--- config.mk ---
export PLATFORM = sky130hd
export DESIGN_NAME = tile_run_length_decoder_flat
export DESIGN_NICKNAME = d
export VERILOG_FILES = /design/src/rtl/trld_pkg.sv /design/src/rtl/trld_in_if.sv /design/src/rtl/trld_out_if.sv /design/src/rtl/trld_front.sv /design/src/rtl/trld_cmd_queue.sv /design/src/rtl/trld_back.sv /design/src/rtl/tile_run_length_decoder.sv /design/src/flat_wrapper.sv
export SDC_FILE = /design/constraint.sdc
export NUM_CORES = 1
export LEC_CHECK = 0
export BUFFER_PORTS_ARGS = -buffer_cell sky130_fd_sc_hd__buf_4
export CAP_MARGIN = 0
export CORE_UTILIZATION = 60
export DETAILED_ROUTE_END_ITERATION = 7
export PLACE_DENSITY = 0.82
export SYNTH_ARGS = -nofsm -noshare
export SYNTH_HDL_FRONTEND = slang
export SYNTH_HIERARCHICAL = 1
export SYNTH_SLANG_ARGS = --single-unit
--- constraint.sdc ---
create_clock -name clk -period 7.5 [get_ports clk]
set_input_delay 0.375 -clock clk [delete_from_list [all_inputs] [get_ports clk]]
set_output_delay 0.375 -clock clk [all_outputs]
set_load 0.01 [all_outputs]
--- src/rtl/trld_pkg.sv ---
package trld_pkg;

  // Reset value of the per-stream tile cap
  localparam logic [15:0] MaxTilesReset = 16'd12000;

  // Default depth of the command queue between front and back
  localparam int unsigned QueueDepthDefault = 4;

  // Word that ends a stream
  localparam logic [15:0] EndWord = 16'hFFFF;

  // Command kinds handed from front to back
  localparam logic [1:0] KindNone = 2'd0;  // low byte held, nothing to run
  localparam logic [1:0] KindRun  = 2'd1;  // tile run
  localparam logic [1:0] KindTerm = 2'd2;  // terminator word

  typedef struct packed {
    logic [1:0] kind;
    logic [9:0] tile_id;
    logic [3:0] rep_m1;   // repeat count minus one
    logic       last;     // byte was marked last
  } cmd_t;

endpackage

--- src/rtl/trld_in_if.sv ---
interface trld_in_if;
  logic       valid;
  logic       ready;
  logic [7:0] data_byte;
  logic       is_last;

  modport source(output valid, output data_byte, output is_last, input ready);
  modport sink(input valid, input data_byte, input is_last, output ready);
endinterface

--- src/rtl/trld_out_if.sv ---
interface trld_out_if;
  logic        valid;
  logic        ready;
  logic [9:0]  tile_id;
  logic        is_end;
  logic [15:0] tile_count;
  logic        last_of_run;

  modport source(output valid, output tile_id, output is_end, output tile_count,
                 output last_of_run, input ready);
  modport sink(input valid, input tile_id, input is_end, input tile_count,
               input last_of_run, output ready);
endinterface

--- src/rtl/trld_front.sv ---
module trld_front import trld_pkg::*; (
  input  logic     clk,
  input  logic     rst,
  trld_in_if.sink  in_items,
  output cmd_t     cmd,
  output logic     cmd_valid,
  input  logic     cmd_ready
);

  logic [7:0]  hold;
  logic        have;
  logic [15:0] word;
  logic        accept;

  assign accept = in_items.valid && cmd_ready;
  assign word   = {in_items.data_byte, hold};

  // One command per byte; the back side applies the cap check on every byte
  always_comb begin
    cmd.kind    = KindNone;
    cmd.tile_id = word[9:0];
    cmd.rep_m1  = word[13:10];
    cmd.last    = in_items.is_last;
    if (have) begin
      cmd.kind = (word == EndWord) ? KindTerm : KindRun;
    end
  end

  assign cmd_valid      = in_items.valid;
  assign in_items.ready = cmd_ready;

  // Byte pairing, low byte first; an unpaired last byte is dropped
  always_ff @(posedge clk) begin
    if (rst) begin
      have <= 1'b0;
    end else if (accept) begin
      if (in_items.is_last) begin
        have <= 1'b0;
      end else begin
        have <= !have;
      end
    end
  end

  always_ff @(posedge clk) begin
    if (accept && !have) begin
      hold <= in_items.data_byte;
    end
  end

endmodule

--- src/rtl/trld_cmd_queue.sv ---
module trld_cmd_queue import trld_pkg::*; #(
  parameter int unsigned Depth = QueueDepthDefault
) (
  input  logic clk,
  input  logic rst,
  input  cmd_t push_cmd,
  input  logic push_valid,
  output logic push_ready,
  output cmd_t pop_cmd,
  output logic pop_valid,
  input  logic pop_ready
);

  localparam int unsigned PtrW = (Depth > 1) ? $clog2(Depth) : 1;
  localparam int unsigned CntW = $clog2(Depth + 1);

  cmd_t            mem [Depth];
  logic [PtrW-1:0] wr_ptr;
  logic [PtrW-1:0] rd_ptr;
  logic [CntW-1:0] count;
  logic            do_push;
  logic            do_pop;

  assign push_ready = (count != CntW'(Depth));
  assign pop_valid  = (count != '0);
  assign pop_cmd    = mem[rd_ptr];
  assign do_push    = push_valid && push_ready;
  assign do_pop     = pop_valid && pop_ready;

  // Storage
  always_ff @(posedge clk) begin
    if (do_push) begin
      mem[wr_ptr] <= push_cmd;
    end
  end

  // Pointers and fill count
  always_ff @(posedge clk) begin
    if (rst) begin
      wr_ptr <= '0;
      rd_ptr <= '0;
      count  <= '0;
    end else begin
      if (do_push) begin
        wr_ptr <= (wr_ptr == PtrW'(Depth - 1)) ? '0 : wr_ptr + 1'b1;
      end
      if (do_pop) begin
        rd_ptr <= (rd_ptr == PtrW'(Depth - 1)) ? '0 : rd_ptr + 1'b1;
      end
      if (do_push && !do_pop) begin
        count <= count + 1'b1;
      end else if (do_pop && !do_push) begin
        count <= count - 1'b1;
      end
    end
  end

endmodule

--- src/rtl/trld_back.sv ---
module trld_back import trld_pkg::*; (
  input  logic        clk,
  input  logic        rst,
  input  logic [15:0] tile_cap,
  input  cmd_t        cmd,
  input  logic        cmd_valid,
  output logic        cmd_ready,
  trld_out_if.source  out_items
);

  localparam logic [1:0] StIdle = 2'd0;
  localparam logic [1:0] StRun  = 2'd1;
  localparam logic [1:0] StEnd  = 2'd2;

  logic [1:0]  state;
  logic        stopped;
  logic [15:0] tiles;
  logic [9:0]  cur_id;
  logic [3:0]  cnt;
  logic        cur_last;

  logic        o_valid;
  logic [9:0]  o_tile_id;
  logic        o_is_end;
  logic [15:0] o_count;
  logic        o_last;

  logic        out_free;
  logic        stop_now;
  logic [15:0] tiles_inc;
  logic        cap_hit;
  logic        run_done;

  assign out_free  = !o_valid || out_items.ready;
  assign cmd_ready = (state == StIdle);
  assign stop_now  = stopped || (tiles >= tile_cap);
  assign tiles_inc = tiles + 16'd1;
  assign cap_hit   = (tiles_inc >= tile_cap);
  assign run_done  = (cnt == 4'd0) || cap_hit;

  assign out_items.valid       = o_valid;
  assign out_items.tile_id     = o_tile_id;
  assign out_items.is_end      = o_is_end;
  assign out_items.tile_count  = o_count;
  assign out_items.last_of_run = o_last;

  // Sequencer: take a command, expand its run, then the end item after a last byte
  always_ff @(posedge clk) begin
    if (rst) begin
      state   <= StIdle;
      stopped <= 1'b0;
      tiles   <= '0;
      o_valid <= 1'b0;
    end else begin
      if (o_valid && out_items.ready) begin
        o_valid <= 1'b0;
      end
      case (state)
        StIdle: begin
          if (cmd_valid) begin
            stopped <= stop_now || (cmd.kind == KindTerm);
            if (!stop_now && cmd.kind == KindRun) begin
              state <= StRun;
            end else if (cmd.last) begin
              state <= StEnd;
            end
          end
        end
        StRun: begin
          if (out_free) begin
            o_valid <= 1'b1;
            tiles   <= tiles_inc;
            if (run_done) begin
              if (cap_hit) begin
                stopped <= 1'b1;
              end
              state <= cur_last ? StEnd : StIdle;
            end
          end
        end
        StEnd: begin
          if (out_free) begin
            o_valid <= 1'b1;
            tiles   <= '0;
            stopped <= 1'b0;
            state   <= StIdle;
          end
        end
        default: begin
          state <= StIdle;
        end
      endcase
    end
  end

  // Current command and result payload
  always_ff @(posedge clk) begin
    case (state)
      StIdle: begin
        if (cmd_valid) begin
          cur_id   <= cmd.tile_id;
          cnt      <= cmd.rep_m1;
          cur_last <= cmd.last;
        end
      end
      StRun: begin
        if (out_free) begin
          o_tile_id <= cur_id;
          o_is_end  <= 1'b0;
          o_count   <= tiles_inc;
          o_last    <= run_done && !cur_last;
          cnt       <= cnt - 4'd1;
        end
      end
      StEnd: begin
        if (out_free) begin
          o_tile_id <= '0;
          o_is_end  <= 1'b1;
          o_count   <= tiles;
          o_last    <= 1'b1;
        end
      end
      default: begin
      end
    endcase
  end

endmodule

--- src/rtl/tile_run_length_decoder.sv ---
// Channel    | Dir | Payload                                        | Handshake
// in_items   | in  | data_byte[7:0], is_last                        | valid/ready
// out_items  | out | tile_id[9:0], is_end, tile_count[15:0],        | valid/ready
//            |     | last_of_run                                    |
// cfg        | in  | cfg_wdata[15:0] -> tile cap                    | cfg_we
//
// Each byte turns into one command in a small queue; the back sequencer takes
// one command at a time, then emits its tiles (up to 16) and, after a last
// byte, the end item, waiting on the single result port while it is full.
// Synchronous reset clears the pairing state, queue, counters and sets
// the tile cap to 12000. The front keeps taking bytes while the queue has room,
// and the output register frees the back side whenever the result is taken.
module tile_run_length_decoder import trld_pkg::*; #(
  parameter int unsigned QueueDepth = QueueDepthDefault
) (
  input  logic        clk,
  input  logic        rst,
  input  logic        cfg_we,
  input  logic [15:0] cfg_wdata,
  trld_in_if.sink     in_items,
  trld_out_if.source  out_items
);

  logic [15:0] tile_cap;
  cmd_t        f_cmd;
  logic        f_valid;
  logic        f_ready;
  cmd_t        b_cmd;
  logic        b_valid;
  logic        b_ready;

  // Configuration register
  always_ff @(posedge clk) begin
    if (rst) begin
      tile_cap <= MaxTilesReset;
    end else if (cfg_we) begin
      tile_cap <= cfg_wdata;
    end
  end

  trld_front u_front (
    .clk       (clk),
    .rst       (rst),
    .in_items  (in_items),
    .cmd       (f_cmd),
    .cmd_valid (f_valid),
    .cmd_ready (f_ready)
  );

  trld_cmd_queue #(
    .Depth (QueueDepth)
  ) u_queue (
    .clk        (clk),
    .rst        (rst),
    .push_cmd   (f_cmd),
    .push_valid (f_valid),
    .push_ready (f_ready),
    .pop_cmd    (b_cmd),
    .pop_valid  (b_valid),
    .pop_ready  (b_ready)
  );

  trld_back u_back (
    .clk       (clk),
    .rst       (rst),
    .tile_cap  (tile_cap),
    .cmd       (b_cmd),
    .cmd_valid (b_valid),
    .cmd_ready (b_ready),
    .out_items (out_items)
  );

endmodule
--- src/flat_wrapper.sv ---
// flat-port wrapper written by rule: the top's interface ports become plain ports
module tile_run_length_decoder_flat import trld_pkg::*;
#(
  parameter int unsigned QueueDepth = QueueDepthDefault
)
  (clk, rst, cfg_we, cfg_wdata, in_items_valid, in_items_data_byte, in_items_is_last, in_items_ready, out_items_valid, out_items_tile_id, out_items_is_end, out_items_tile_count, out_items_last_of_run, out_items_ready);
  trld_in_if in_items_i ();
  trld_out_if out_items_i ();
  input  logic clk;
  input  logic rst;
  input  logic cfg_we;
  input  logic [15:0] cfg_wdata;
  input wire logic [$bits(in_items_i.valid)-1:0] in_items_valid;
  input wire logic [$bits(in_items_i.data_byte)-1:0] in_items_data_byte;
  input wire logic [$bits(in_items_i.is_last)-1:0] in_items_is_last;
  output wire logic [$bits(in_items_i.ready)-1:0] in_items_ready;
  output wire logic [$bits(out_items_i.valid)-1:0] out_items_valid;
  output wire logic [$bits(out_items_i.tile_id)-1:0] out_items_tile_id;
  output wire logic [$bits(out_items_i.is_end)-1:0] out_items_is_end;
  output wire logic [$bits(out_items_i.tile_count)-1:0] out_items_tile_count;
  output wire logic [$bits(out_items_i.last_of_run)-1:0] out_items_last_of_run;
  input wire logic [$bits(out_items_i.ready)-1:0] out_items_ready;
  assign in_items_i.valid = in_items_valid;
  assign in_items_i.data_byte = in_items_data_byte;
  assign in_items_i.is_last = in_items_is_last;
  assign in_items_ready = in_items_i.ready;
  assign out_items_valid = out_items_i.valid;
  assign out_items_tile_id = out_items_i.tile_id;
  assign out_items_is_end = out_items_i.is_end;
  assign out_items_tile_count = out_items_i.tile_count;
  assign out_items_last_of_run = out_items_i.last_of_run;
  assign out_items_i.ready = out_items_ready;
  tile_run_length_decoder #(.QueueDepth(QueueDepth)) u_core (.clk(clk), .rst(rst), .cfg_we(cfg_we), .cfg_wdata(cfg_wdata), .in_items(in_items_i), .out_items(out_items_i));
endmodule
; After elaboration in Yosys (flattened, before gate mapping)
; Memories as Yosys holds them, arrays and structs flattened. A register that Yosys moved wholly into a read port is not among the register bits.
; Index checks and enable logic that the tools add are counted.
[totals]
output_inout_bits = 30
wordCells = 114
n_memories = 1
mem_bits_rw = 68
ff_bits = 95
[classes]
n_eq_ne = 14
n_lt_le_gt_ge = 2
muxes = 43
reduce_logical = 31
n_addsub = 6
[memory_table]
columns = memory, depth, width, read_ports, rd_clocked_by_memory_dff, write_ports, line_no
row1 = u_core.u_queue.mem, 4, 17, 1, 1, 1, trld_cmd_queue.sv:17  ; cmd_t mem [Depth];
[ops]
columns = op, n
row1 = $pmux 16 s2, 2
row2 = $mux 16, 3
row3 = $ge 16x16->1, 2
row4 = $mux 2, 13
row5 = $mux 10, 2
row6 = $pmux 10 s2, 1
row7 = $add 16x1->16 const B, 1
row8 = $eq 16x16->1 const B, 1
row9 = $mux 1, 13
row10 = $ne 2x2->1 const B, 5
row11 = $eq 2x2->1 const B, 4
row12 = $logic_and 1x1->1, 8
row13 = $mux 4, 2
row14 = $pmux 4 s2, 1
row15 = $logic_not 1->1, 6
row16 = $mux 3, 2
row17 = $ne 3x3->1 const B, 2
row18 = $pmux 2 s3, 1
row19 = $reduce_and 3->1, 2
row20 = $reduce_and 6->1, 1
row21 = $reduce_bool 2->1, 3
row22 = $reduce_bool 3->1, 2
row23 = $reduce_and 5->1, 1
row24 = $add 2x1->2 const B, 2
row25 = other kinds (11), 16

; Logic depth before layout (Yosys ltp)
; Gate-level depths: netlist (run 1).
[depth]
depth_word = 7
mapped_depth = 14
ltp_nobuf = 12

; Cells and area by module
; The synthesis (run 1) kept the hierarchy.
[by_module_without_submodules]
columns = module, area_per_inst_um2, cells_each, instances
row1 = trld_back, 3741.1, 374, 1
row2 = trld_cmd_queue, 2930.3, 137, 1
row3 = tile_run_length_decoder, 601.8, 52, 1
row4 = trld_front, 409.1, 30, 1

; Least setup slack after synthesis (run 1)
; No wires, ideal clock.
[synth_timing]
path_kind = reg2reg
startpoint = register u_core.u_back.tiles[0]
endpoint = register u_core.u_back.o_last (netlist: u_core/u_back/out_items.last_of_run), data pin
setup_slack_ps = 4419
required_ps = 7238
synth_period_minus_slack_ps = 3081
path_stages_with_launch = 14
arrival_ps = 2819
path_cell_list = dfxtp_1 -> ha_1 -> and3_1 -> and4_1 -> buf_2 -> nand4_1 -> xnor2_1 -> ha_1 -> nand4_1 -> a211oi_1 -> a22oi_1 -> nor4b_1 -> a21oi_1 -> or2_2
[synth_between]
elab_chain_len = 6
[synth_lines]
columns = element, line_no
row1 = start: declaration, trld_back.sv:17  ; logic [15:0] tiles;
row2 = start signal: assignment, trld_back.sv:72  ; tiles <= tiles_inc;
row3 = $add 16x1->16, trld_back.sv:37  ; assign tiles_inc = tiles + 16'd1;
row4 = $ge 16x16->1, trld_back.sv:38  ; assign cap_hit = (tiles_inc >= tile_cap);
row5 = $logic_or 1x1->1, trld_back.sv:39  ; assign run_done = (cnt == 4'd0) || cap_hit;
row6 = $logic_and 1x1->1, trld_back.sv:111  ; o_last <= run_done && !cur_last;
row7 = $mux 1, trld_back.sv:107  ; if (out_free) begin
row8 = $pmux 1 s2, trld_back.sv:98  ; case (state)
row9 = end signal: assignment, trld_back.sv:111
row10 = end: declaration, trld_back.sv:26  ; logic o_last;
; No other way between the ends. The select of a mux whose other input is x is not followed.
; A chain may end at the register's enable or synchronous reset.

; Worst setup path in the final report (run 1)
[layout_timing]
startpoint = register u_core.u_back.tiles[7]
endpoint = register u_core.u_back.o_last (netlist: u_core/u_back/out_items.last_of_run), data pin
; Same word-level chain as after synthesis.

==> results of run 1 <==
## per-stage QoR
stage               area, sq um  power (W)  setup WS [ns]  instances  utilization (%)
finish                     8690    0.00301           3.98        816             70.8
global route               8690    0.00316           3.79        816             70.8
CTS                        8690    0.00303           4.05        816             70.8
detailed placement         8110    0.00219           4.10        784             66.1
global placement           8110    0.00216           4.17        784             66.1
floorplan                  7680    0.00190           4.42        593                -
## flip-flops by register name, indices dropped and copies added (netlist names), named ones only
signal / flops
u_core/u_back/cur_last: 1
u_core/u_back/out_items.tile_count: 16
u_core/u_queue/wr_ptr: 2
u_core/u_back/stopped: 1
u_core/u_back/out_items.tile_id: 10
u_core/u_front/have: 1
u_core/u_back/state: 2
u_core/u_queue/mem: 68
u_core/u_front/hold: 8
u_core/u_back/tiles: 16
u_core/tile_cap: 16
u_core/u_queue/count: 3
u_core/u_back/out_items.is_end: 1
u_core/u_back/cur_id: 10
u_core/u_back/cnt: 4
u_core/u_back/out_items.valid: 1
u_core/u_back/out_items.last_of_run: 1
u_core/u_queue/rd_ptr: 2
## report_power, final
| part | total (W) | switching, W | internal, W |
|---|---|---|---|
| combinational | 0.000838 | 0.000473 | 0.000365 |
| clock | 0.000833 | 0.000371 | 0.000462 |
| sequential | 0.00134 | 0.0000942 | 0.00124 |
## Yosys cell counts (all sizes together), types with 3 or more instances
cell	count	area, sq um
or3	8	52.6
and2b	4	35.0
nand2	27	104
nor3	14	92.6
buf	24	184
edfxtp	119	3570
xnor2	23	201
clkbuf	14	56.3
nand4	15	106
a21o	7	52.6
nor2b	17	106
and2	5	33.8
nand3	10	50.1
o21ai	18	90.1
nand2b	3	18.8
ha	44	551
dfxtp	46	921
a22oi	7	52.6
and3	8	55.1
mux2i	14	140
a21oi	33	165
xor2	9	78.8
a211oi	3	22.5
inv	33	124
nor2	42	158
a211o	7	62.6
mux4	17	383
## layout make-up
class,count,area (sq um),area share (%)
Sequential cell,165,4490,51.7
Multi-Input combinational cell,357,2820,32.5
Clock buffer,19,464,5.34
Timing Repair Buffer,61,458,5.27
Tap cell,168,210,2.42
Inverter,33,124,1.43
Clock inverter,13,111,1.28
## layer usage
metal  GRT usage, %  wire, um
met1           33.2      6530
met2           39.1      7080
met3           4.64       909
met4           8.92       195
met5              0         0
## cells by family (layout without fill, tap and decap cells)
group,after synthesis,in the layout
buf+inv,71,126
mux,32,32
flops,165,165
simple gates,164,164
xor+xnor,32,32
compound gates,84,84
fa+ha+maj,45,45
## path summary, 6_finish.rpt
check / start / to / cells past startpoint
min reg2reg: u_core/u_back/stopped / u_core/u_back/stopped / 2
min: in_items_data_byte[6] / u_core/u_front/hold[6] / 1
max: u_core/u_back/tiles[7] / u_core/u_back/out_items.last_of_run / 11
max reg2reg: u_core/u_back/tiles[7] / u_core/u_back/out_items.last_of_run / 11
==> run summary, run 1 <==
DIE WIDTH -> 115 um
I/O Pins -> 60
Multiplexer share of the synthesized area -> 6.95%
XOR/XNOR Fraction of Synth Area -> 3.65%
CTS tree -> done
Worst-path clk slew -> 0.07 ns
Pre-Repair DR Iteration Count -> 5
Area Growth Syn to Fin -> 13.1%
Main synth FF type -> edfxtp_1
Share of synthesized registers carrying an async set or reset -> 0%
Fillers -> 838
Status -> finished, final reports clean
Port Buffer Count -> 59
DRC -> 0
Antenna diodes -> 0
Vias in the first global route -> 4599
Global-route wire length before repair -> 23.8 mm
Clk Latency, worst-skew pair -> 0.43 ns
DR WL/cell -> 18.0 um
EDFF count, synth -> 119
VDD IR max -> 0.000195 V
Worst slew pin tran -> 0.881 ns
Core area -> 12300 sq um
Slew HR -> 41.2%
Initial DRC count -> 443
Adder-Cell Fraction of Synth Area -> 7.43%
Most frequent cells in the layout -> edfxtp_1, buf_4, dfxtp_1
Post-synthesis sequential area ratio -> 58.5%
Routed WL -> 14.7 mm
Pleak -> 3.39 nW
Initial Util -> 62.7%
Syn_area_per_cell -> 13.0 sq um
Worst-path maximum fanout -> 11
Synth Area in Simple Gates -> 11.8%
Critical path type -> reg2reg
Seq cells post-synth -> 165
Tot GR Track Use -> 24.3%
Die height -> 115 um
Post-Syn Nets -> 668
Layout cell share with drive strength beyond 1 -> 20.8%
Crit path buffers/inverters -> 0
Final nets -> 710
Post-cts resize count -> 0
Clk_skew -> 0.0100 ns
Max clock buf depth -> 2
Startpoint types -> flip-flop
CP Data Arrival Time -> 3.69 ns
Post-synthesis compound-gate area fraction -> 6.92%
Final Cycle Share -> 46.9%
Worst Hold Margin -> 0.136 ns
Vias per cell -> 5.79
Critical path's slowest cell -> dfxtp_1
Clk sinks -> 165
Slew Limit Fails -> 0
CP most frequent cell -> nand4_1
R2r setup slk -> 3.98 ns
Antenna viol nets, final -> 0
Die ar. -> 13300 sq um
YS warnings -> 6
CP cell instances -> and3_1 -> and4_1 -> nand4_1 -> xnor2_1 -> ha_1 -> nand4_1 -> a211oi_1 -> a22oi_1 -> nor4b_1 -> a21oi_1 -> or2_2
Count of final setup violators -> 0
Gp weighted congestion -> 0.892
HP Class -> in2reg
Largest family of logic cells by synthesized area -> simple AND/OR/NAND/NOR gates
Post-synth cell types -> 58
Num CTS Buffers -> 17
Most common cell after layout, fill and taps aside -> edfxtp_1
CP required -> 7.68 ns
Post-Syn Area -> 7680 sq um
Unrepaired setup endpoints after global routing -> no
Number of setup buffers added after CTS -> 0
Setup TNS -> 0 ns
Total gr overflow -> 0
Max H-tree Level -> 4
Mapped Cells -> 593
Minimum clock period -> 3.52 ns
Maximum clock rate -> 284 MHz
CP delay by family, top -> simple AND/OR/NAND/NOR gates
Clk root buf -> clkbuf_16
Num rows -> 40
Detailed placement HPWL -> 10.1 mm
Initial antenna violation count -> 0
Largest net degree at the start of global routing -> 48
Critical Path End Type -> flip-flop
Final hold vios -> 0
Number of hold buffers added after CTS -> 0
Via count -> 4723
Pwr Density -> 346 nW/um^2
CP max stage delay -> 0.55 ns
Max-cap viol count -> 0
No activity file was read; power rests on OpenSTA's default activity.
==> run 2, diff against run 1 <==
Settings changed: CORE_UTILIZATION 60 to 54, PLACE_DENSITY 0.82 to 0.78.
Clock period 7.5 ns to 3.2 ns, I/O delays scaled along.
==> run summary, run 2 (synthesis results as in run 1) <==
Reg with most FFs -> u_core/u_queue/mem
Minimum clock period -> 3.00 ns (-0.516 ns)
Reg-to-reg endpoint -> u_core/u_back/state[1]
Final Cycle Share -> 93.8% (+47 points)
Max-cap viol count -> 0 (unchanged)
Gp weighted congestion -> 0.893 (about the same)
Area of the multi-input gates -> 2880 sq um (+1.9%)
Non-Filler Instances -> 876 (+7.4%)
DR WL/cell -> 18.1 um (+0.51%)
Reg2Reg Depth -> 13 (+2)
Slew HR -> 46.2% (+5.0 points)
HP Class -> in2reg
Pleak -> 3.67 nW (+8.3%)
DRC -> 0 (unchanged)
Final nets -> 759 (+6.9%)
CP cell instances -> ha_1 -> and3_2 -> and4_4 -> nand3_1 -> xnor2_1 -> ha_1 -> nand4_1 -> buf_4 -> o21bai_2 -> nor4_2 -> a21o_1 -> a221oi_1 -> a2111oi_2
Antenna viol nets, final -> 0 (unchanged)
CP delay by family, top -> simple AND/OR/NAND/NOR gates
Initial antenna violation count -> 0 (unchanged)
Vias in the first global route -> 5071 (+10%)
Total gr overflow -> 0 (unchanged)
Num CTS Buffers -> 17 (unchanged)
Antenna diodes -> 0 (unchanged)
Global-route wire length before repair -> 25.0 mm (+4.9%)
CP Data Arrival Time -> 3.33 ns (-0.36 ns)
CTS tree -> done
Critical path's slowest cell -> a2111oi_2
Tot GR Track Use -> 23.1% (-1.2 points)
Worst slew pin tran -> 0.803 ns (-0.0780 ns)
CP required -> 3.53 ns (-4.15 ns)
Fillers -> 976 (+16%)
Clk sinks -> 165 (unchanged)
Register area -> 4490 sq um (unchanged)
Crit path buffers/inverters -> 1 (+1)
Pwr Density -> 791 nW/um^2 (+130%)
Via count -> 4850 (+2.7%)
Pre-Repair DR Iteration Count -> 4 (-1)
Largest net degree at the start of global routing -> 48 (unchanged)
Detailed placement HPWL -> 10.6 mm (+4.9%)
Area Growth Syn to Fin -> 20.1%
R2r startpoint -> u_core/u_back/tiles[1]
Worst-path maximum fanout -> 6 (-5)
Port Buffer Count -> 59 (unchanged)
Startpoint types -> flip-flop
CP most frequent cell -> ha_1
Status -> finished, final reports clean
CP startpoint -> u_core/u_back/tiles[1]
CP Depth -> 13 (+2)
I/O Pins -> 60 (unchanged)
Die ar. -> 14700 sq um (+11%)
Unrepaired setup endpoints after global routing -> no
Clk Latency, worst-skew pair -> 0.44 ns (about the same)
Initial Util -> 55.3% (-7.3 points)
Post-Place Cells -> 816 (+4.1%)
Most frequent cells in the layout -> edfxtp_1, buf_4, dfxtp_1
Crit path capture -> u_core/u_back/state[1]
Vias per cell -> 5.54 (-4.3%)
R2r setup slk -> 0.20 ns (-3.78 ns)
Maximum clock rate -> 333 MHz (+17%)
VDD IR max -> 0.000619 V (+220%)
Most common cell after layout, fill and taps aside -> edfxtp_1
DIE WIDTH -> 121 um (+5.3%)
Die height -> 121 um (+5.3%)
Layout Utilization -> 66.5% (-4.3 points)
Final hold vios -> 0 (unchanged)
Critical Path End Type -> flip-flop
CP max stage delay -> 0.36 ns (-0.19 ns)
Largest register FFs -> 68 (unchanged)
Clk root buf -> clkbuf_16
Initial DRC count -> 285 (-36%)
Clk_skew -> 0.0160 ns (+0.00595 ns)
Worst-path clk slew -> 0.07 ns (about the same)
Count of final setup violators -> 0 (unchanged)
Critical path type -> reg2reg
Layout cell share with drive strength beyond 1 -> 23.7% (+2.9 points)
Routed WL -> 15.9 mm (+7.9%)
Num rows -> 43 (+7.5%)
Tot Pwr -> 0.00730 W (+140%)
Max H-tree Level -> 4 (unchanged)
Core area -> 13900 sq um (+13%)
Max clock buf depth -> 2 (unchanged)
Slew Limit Fails -> 0 (unchanged)
-- run 2: report_power, final --
group / internal, W / switching [W] / total (W)
registers: 0.00292 / 0.000214 / 0.00313
clock network: 0.00125 / 0.000870 / 0.00212
logic: 0.000905 / 0.00115 / 0.00205
-- run 2: per-layer routing --
metal / track usage, % / vias to the layer above / share of wire (%)
li1: - / 2339 / -
met1: 24.7 / 2348 / 39
met2: 42.2 / 135 / 55
met3: 5.87 / 28 / 4.1
met4: 11.3 / 0 / 2.3
met5: 0 / - / 0
-- run 2: worst reg2reg max path, cell delays in order, from the launching register on --
cell and delay (ns):
dfxtp_1 0.34, ha_1 0.17, and3_2 0.23, and4_4 0.28, nand3_1 0.10, xnor2_1 0.23
ha_1 0.28, nand4_1 0.10, buf_4 0.16, o21bai_2 0.12, nor4_2 0.24, a21o_1 0.22
a221oi_1 0.08, a2111oi_2 0.36
-- run 2: metrics by stage --
step	setup WS, ns	cell area [sq um]	TNS, ns	hold slack [ns]
4_1_cts	0.0530	9170	0	0.134
3_3_place_gp	0.114	8280	0	0.348
3_5_place_dp	-0.0109	8280	-0.0109	0.350
5_1_grt	0.0000675	9230	0	0.176
2_1_floorplan	0.119	7680	0	0.232
6_report	0.200	9230	0	0.169
-- run 2: timing repair --
| action | CTS | global route |
|---|---|---|
| hold buffers | 26 | 0 |
| gates cloned | 0 | 0 |
| endpoints found under the hold margin | 53 | 0 |
| resized for setup | 2 | 10 |
| endpoints found under the setup margin | 1 | 4 |
| pin swaps | 0 | 5 |
| buffers inserted | 0 | 3 |
-- run 2: worst min path at each step --
stage | slack [ns] | from | cells after the start | to
2_1_floorplan | 0.23 | rst | 1 | u_core/u_front/have
3_3_place_gp | 0.35 | in_items_data_byte[6] | 1 | u_core/u_front/hold[6]
3_5_place_dp | 0.35 | in_items_data_byte[6] | 1 | u_core/u_front/hold[6]
4_1_cts | 0.13 | out_items_ready | 4 | u_core/u_back/out_items.valid
5_1_grt | 0.18 | out_items_ready | 4 | u_core/u_back/out_items.valid
6_report | 0.17 | out_items_ready | 4 | u_core/u_back/out_items.valid
-- run 2: final cells by class --
cell class,count,share of cell area [%]
Sequential cell,165,48.7
Clock buffer,17,4.61
Inverter,33,1.34
Timing Repair Buffer,110,9.65
Tap cell,180,2.44
Clock inverter,14,2.09
Multi-Input combinational cell,357,31.2
==> run 3, diff against run 2 <==
Settings changed: CORE_UTILIZATION 54 to 50, PLACE_DENSITY 0.78 to 0.73, SKIP_CTS_REPAIR_TIMING set to 1, TNS_END_PERCENT set to 50.
==> run summary, run 3 (synthesis results as in run 1) <==
Num CTS Buffers -> 17 (unchanged)
Initial antenna violation count -> 0 (unchanged)
Total gr overflow -> 0 (unchanged)
I/O Pins -> 60 (unchanged)
Slew Limit Fails -> 0 (unchanged)
Die ar. -> 15900 sq um (+7.9%)
Core area -> 14800 sq um (+6.3%)
Reg-to-reg endpoint -> u_core/u_back/state[0]
Max H-tree Level -> 4 (unchanged)
VDD IR max -> 0.000618 V (-0.21%)
Num rows -> 44 (+2.3%)
Final nets -> 755 (-0.53%)
Fillers -> 1118 (+15%)
Max-cap viol count -> 0 (unchanged)
Worst-path maximum fanout -> 6 (unchanged)
DRC -> 0 (unchanged)
Pleak -> 3.64 nW (-0.96%)
Layout cell share with drive strength beyond 1 -> 23.1% (-0.62 points)
Routed WL -> 15.3 mm (-3.5%)
Max clock buf depth -> 2 (unchanged)
Register area -> 4490 sq um (unchanged)
Detailed placement HPWL -> 10.5 mm (-0.69%)
Hold depth -> 3 (-1)
Top Metal Used -> met4
Largest net degree at the start of global routing -> 48 (unchanged)
Pwr Density -> 780 nW/um^2 (-1.4%)
CTS tree -> done
Reg with most FFs -> u_core/u_queue/mem
R2r startpoint -> u_core/u_back/tiles[0]
Critical path's slowest cell -> or3_1
Pre-Repair DR Iteration Count -> 7 (+3)
Vias in the first global route -> 4921 (-3.0%)
Most frequent cells in the layout -> edfxtp_1, buf_4, dfxtp_1
R2r setup slk -> 0.05 ns (-0.15 ns)
Non-Filler Instances -> 877 (+0.11%)
Die height -> 126 um (+3.9%)
CP cell instances -> ha_1 -> and3_4 -> and4_4 -> nand3_1 -> xnor2_2 -> ha_1 -> nand4_1 -> buf_4 -> nor3_4 -> nor4_1 -> a21o_1 -> or3_1 -> a21oi_1
WL met3 -> 544 um (-17%)
Area Growth Syn to Fin -> 18.8%
Startpoint types -> flip-flop
Most common cell after layout, fill and taps aside -> edfxtp_1
Initial DRC count -> 317 (+11%)
PnR worst setup slack -> 0.0491 ns (-0.150 ns)
CP Data Arrival Time -> 3.50 ns (+0.17 ns)
DIE WIDTH -> 126 um (+3.9%)
Hold Path Origin -> cfg_wdata[0]
Final hold vios -> 1 (+1)
CP max stage delay -> 0.36 ns (about the same)
Post-place setup slack -> 0.00845 ns (+0.0193 ns)
Worst slew pin tran -> 0.760 ns (-0.0429 ns)
Worst-path clk slew -> 0.06 ns (about the same)
HP Class -> in2reg
Largest register FFs -> 68 (unchanged)
Antenna diodes -> 0 (unchanged)
Critical path type -> reg2reg
Count of final setup violators -> 0 (unchanged)
CP most frequent cell -> ha_1
Area of the multi-input gates -> 2870 sq um (-0.43%)
Reg2Reg Depth -> 13 (unchanged)
Tot Pwr -> 0.00712 W (-2.4%)
Via count -> 4860 (+0.21%)
Setup TNS -> 0 ns (unchanged)
Post-Place Cells -> 821 (+0.61%)
Clk sinks -> 165 (unchanged)
Clk root buf -> clkbuf_16
Worst Hold Margin -> -0.00655 ns (-0.176 ns)
Metal1 wirelength -> 6.19 mm (-0.15%)
Clk_skew -> 0.0142 ns (-0.00181 ns)
Maximum clock rate -> 317 MHz (-4.8%)
WL met2 -> 8.29 mm (-4.5%)
Antenna viol nets, final -> 0 (unchanged)
DR WL/cell -> 17.5 um (-3.7%)
Minimum clock period -> 3.15 ns (+0.150 ns)
Failing checks -> negative hold slack
Initial Util -> 52.1% (-3.3 points)
Vias per cell -> 5.54 (about the same)
Tot GR Track Use -> 20.1% (-3.0 points)
Hold endpoint -> u_core/tile_cap[0]
Critical Path End Type -> flip-flop
Gp weighted congestion -> 0.918 (+2.9%)
Port Buffer Count -> 59 (unchanged)
Global-route wire length before repair -> 24.3 mm (-3.0%)
Slew HR -> 49.1% (+2.9 points)
Final Cycle Share -> 98.5% (+4.7 points)
Status -> finished, violations left
Clk Latency, worst-skew pair -> 0.43 ns (about the same)
CP required -> 3.54 ns (about the same)
-- run 3: cell count changes in the layout (fill, tap and decap cells not counted), moves of 2 or more --
| cell | delta |
|---|---|
| bufinv_16 | -3 |
| clkbuf_1 | +2 |
| inv_4 | +2 |
| dlygate4sd3_1 | -3 |
-- run 3: final cells by class --
type	instances	share of cell area [%]
flip-flops and latches	165	49.2
clock inverters	12	1.15
clock buffers	20	5.02
multi-input cells	357	31.4
repair buffers	106	9.35
inverters	33	1.36
well taps	184	2.52
-- run 3: worst max-delay path: cells and delay by family (launching register included) --
| kind | cells | cell delay [ns] |
|---|---|---|
| and+or+nand+nor | 7 | 1.48 |
| adders and majority gates | 2 | 0.47 |
| AOI/OAI and AO/OA | 2 | 0.37 |
| DFF | 1 | 0.35 |
| buffers and inverters | 1 | 0.20 |
| xor gates and xnor gates | 1 | 0.19 |
-- run 3: where the power goes --
part           switching (W)  total [W]  internal [W]
logic                0.00117    0.00208      0.000914
clock network       0.000873    0.00194       0.00107
registers           0.000188    0.00310       0.00291
-- run 3: routing by layer --
layer  up-vias  global-route usage (%)
li1       2334                       -
met1      2387                    22.2
met2       114                    37.3
met3        25                    4.59
met4         0                    8.08
met5         -                       0
-- run 3: stage by stage --
| step | util, % | area, sq um |
|---|---|---|
| 6_report | 61.9 | 9130 |
| 5_1_grt | 61.9 | 9130 |
| 4_1_cts | 60.0 | 8850 |
| 3_5_place_dp | 56.2 | 8290 |
| 3_3_place_gp | 56.2 | 8290 |
| 2_1_floorplan | - | 7680 |
-- run 3: worst max-delay path by stage --
stage,startpoint,to,slack [ns]
after global routing,u_core/u_back/tiles[0],u_core/u_back/state[0],-0.08
after CTS,u_core/u_back/tiles[0],u_core/u_back/out_items.last_of_run,0.007
after detailed placement,u_core/u_back/tiles[0],u_core/u_back/out_items.last_of_run,0.008
after global placement,u_core/u_back/tiles[0],u_core/u_back/out_items.last_of_run,0.1
after floorplan,u_core/u_back/tiles[0],u_core/u_back/out_items.last_of_run,0.12
final,u_core/u_back/tiles[0],u_core/u_back/state[0],0.05
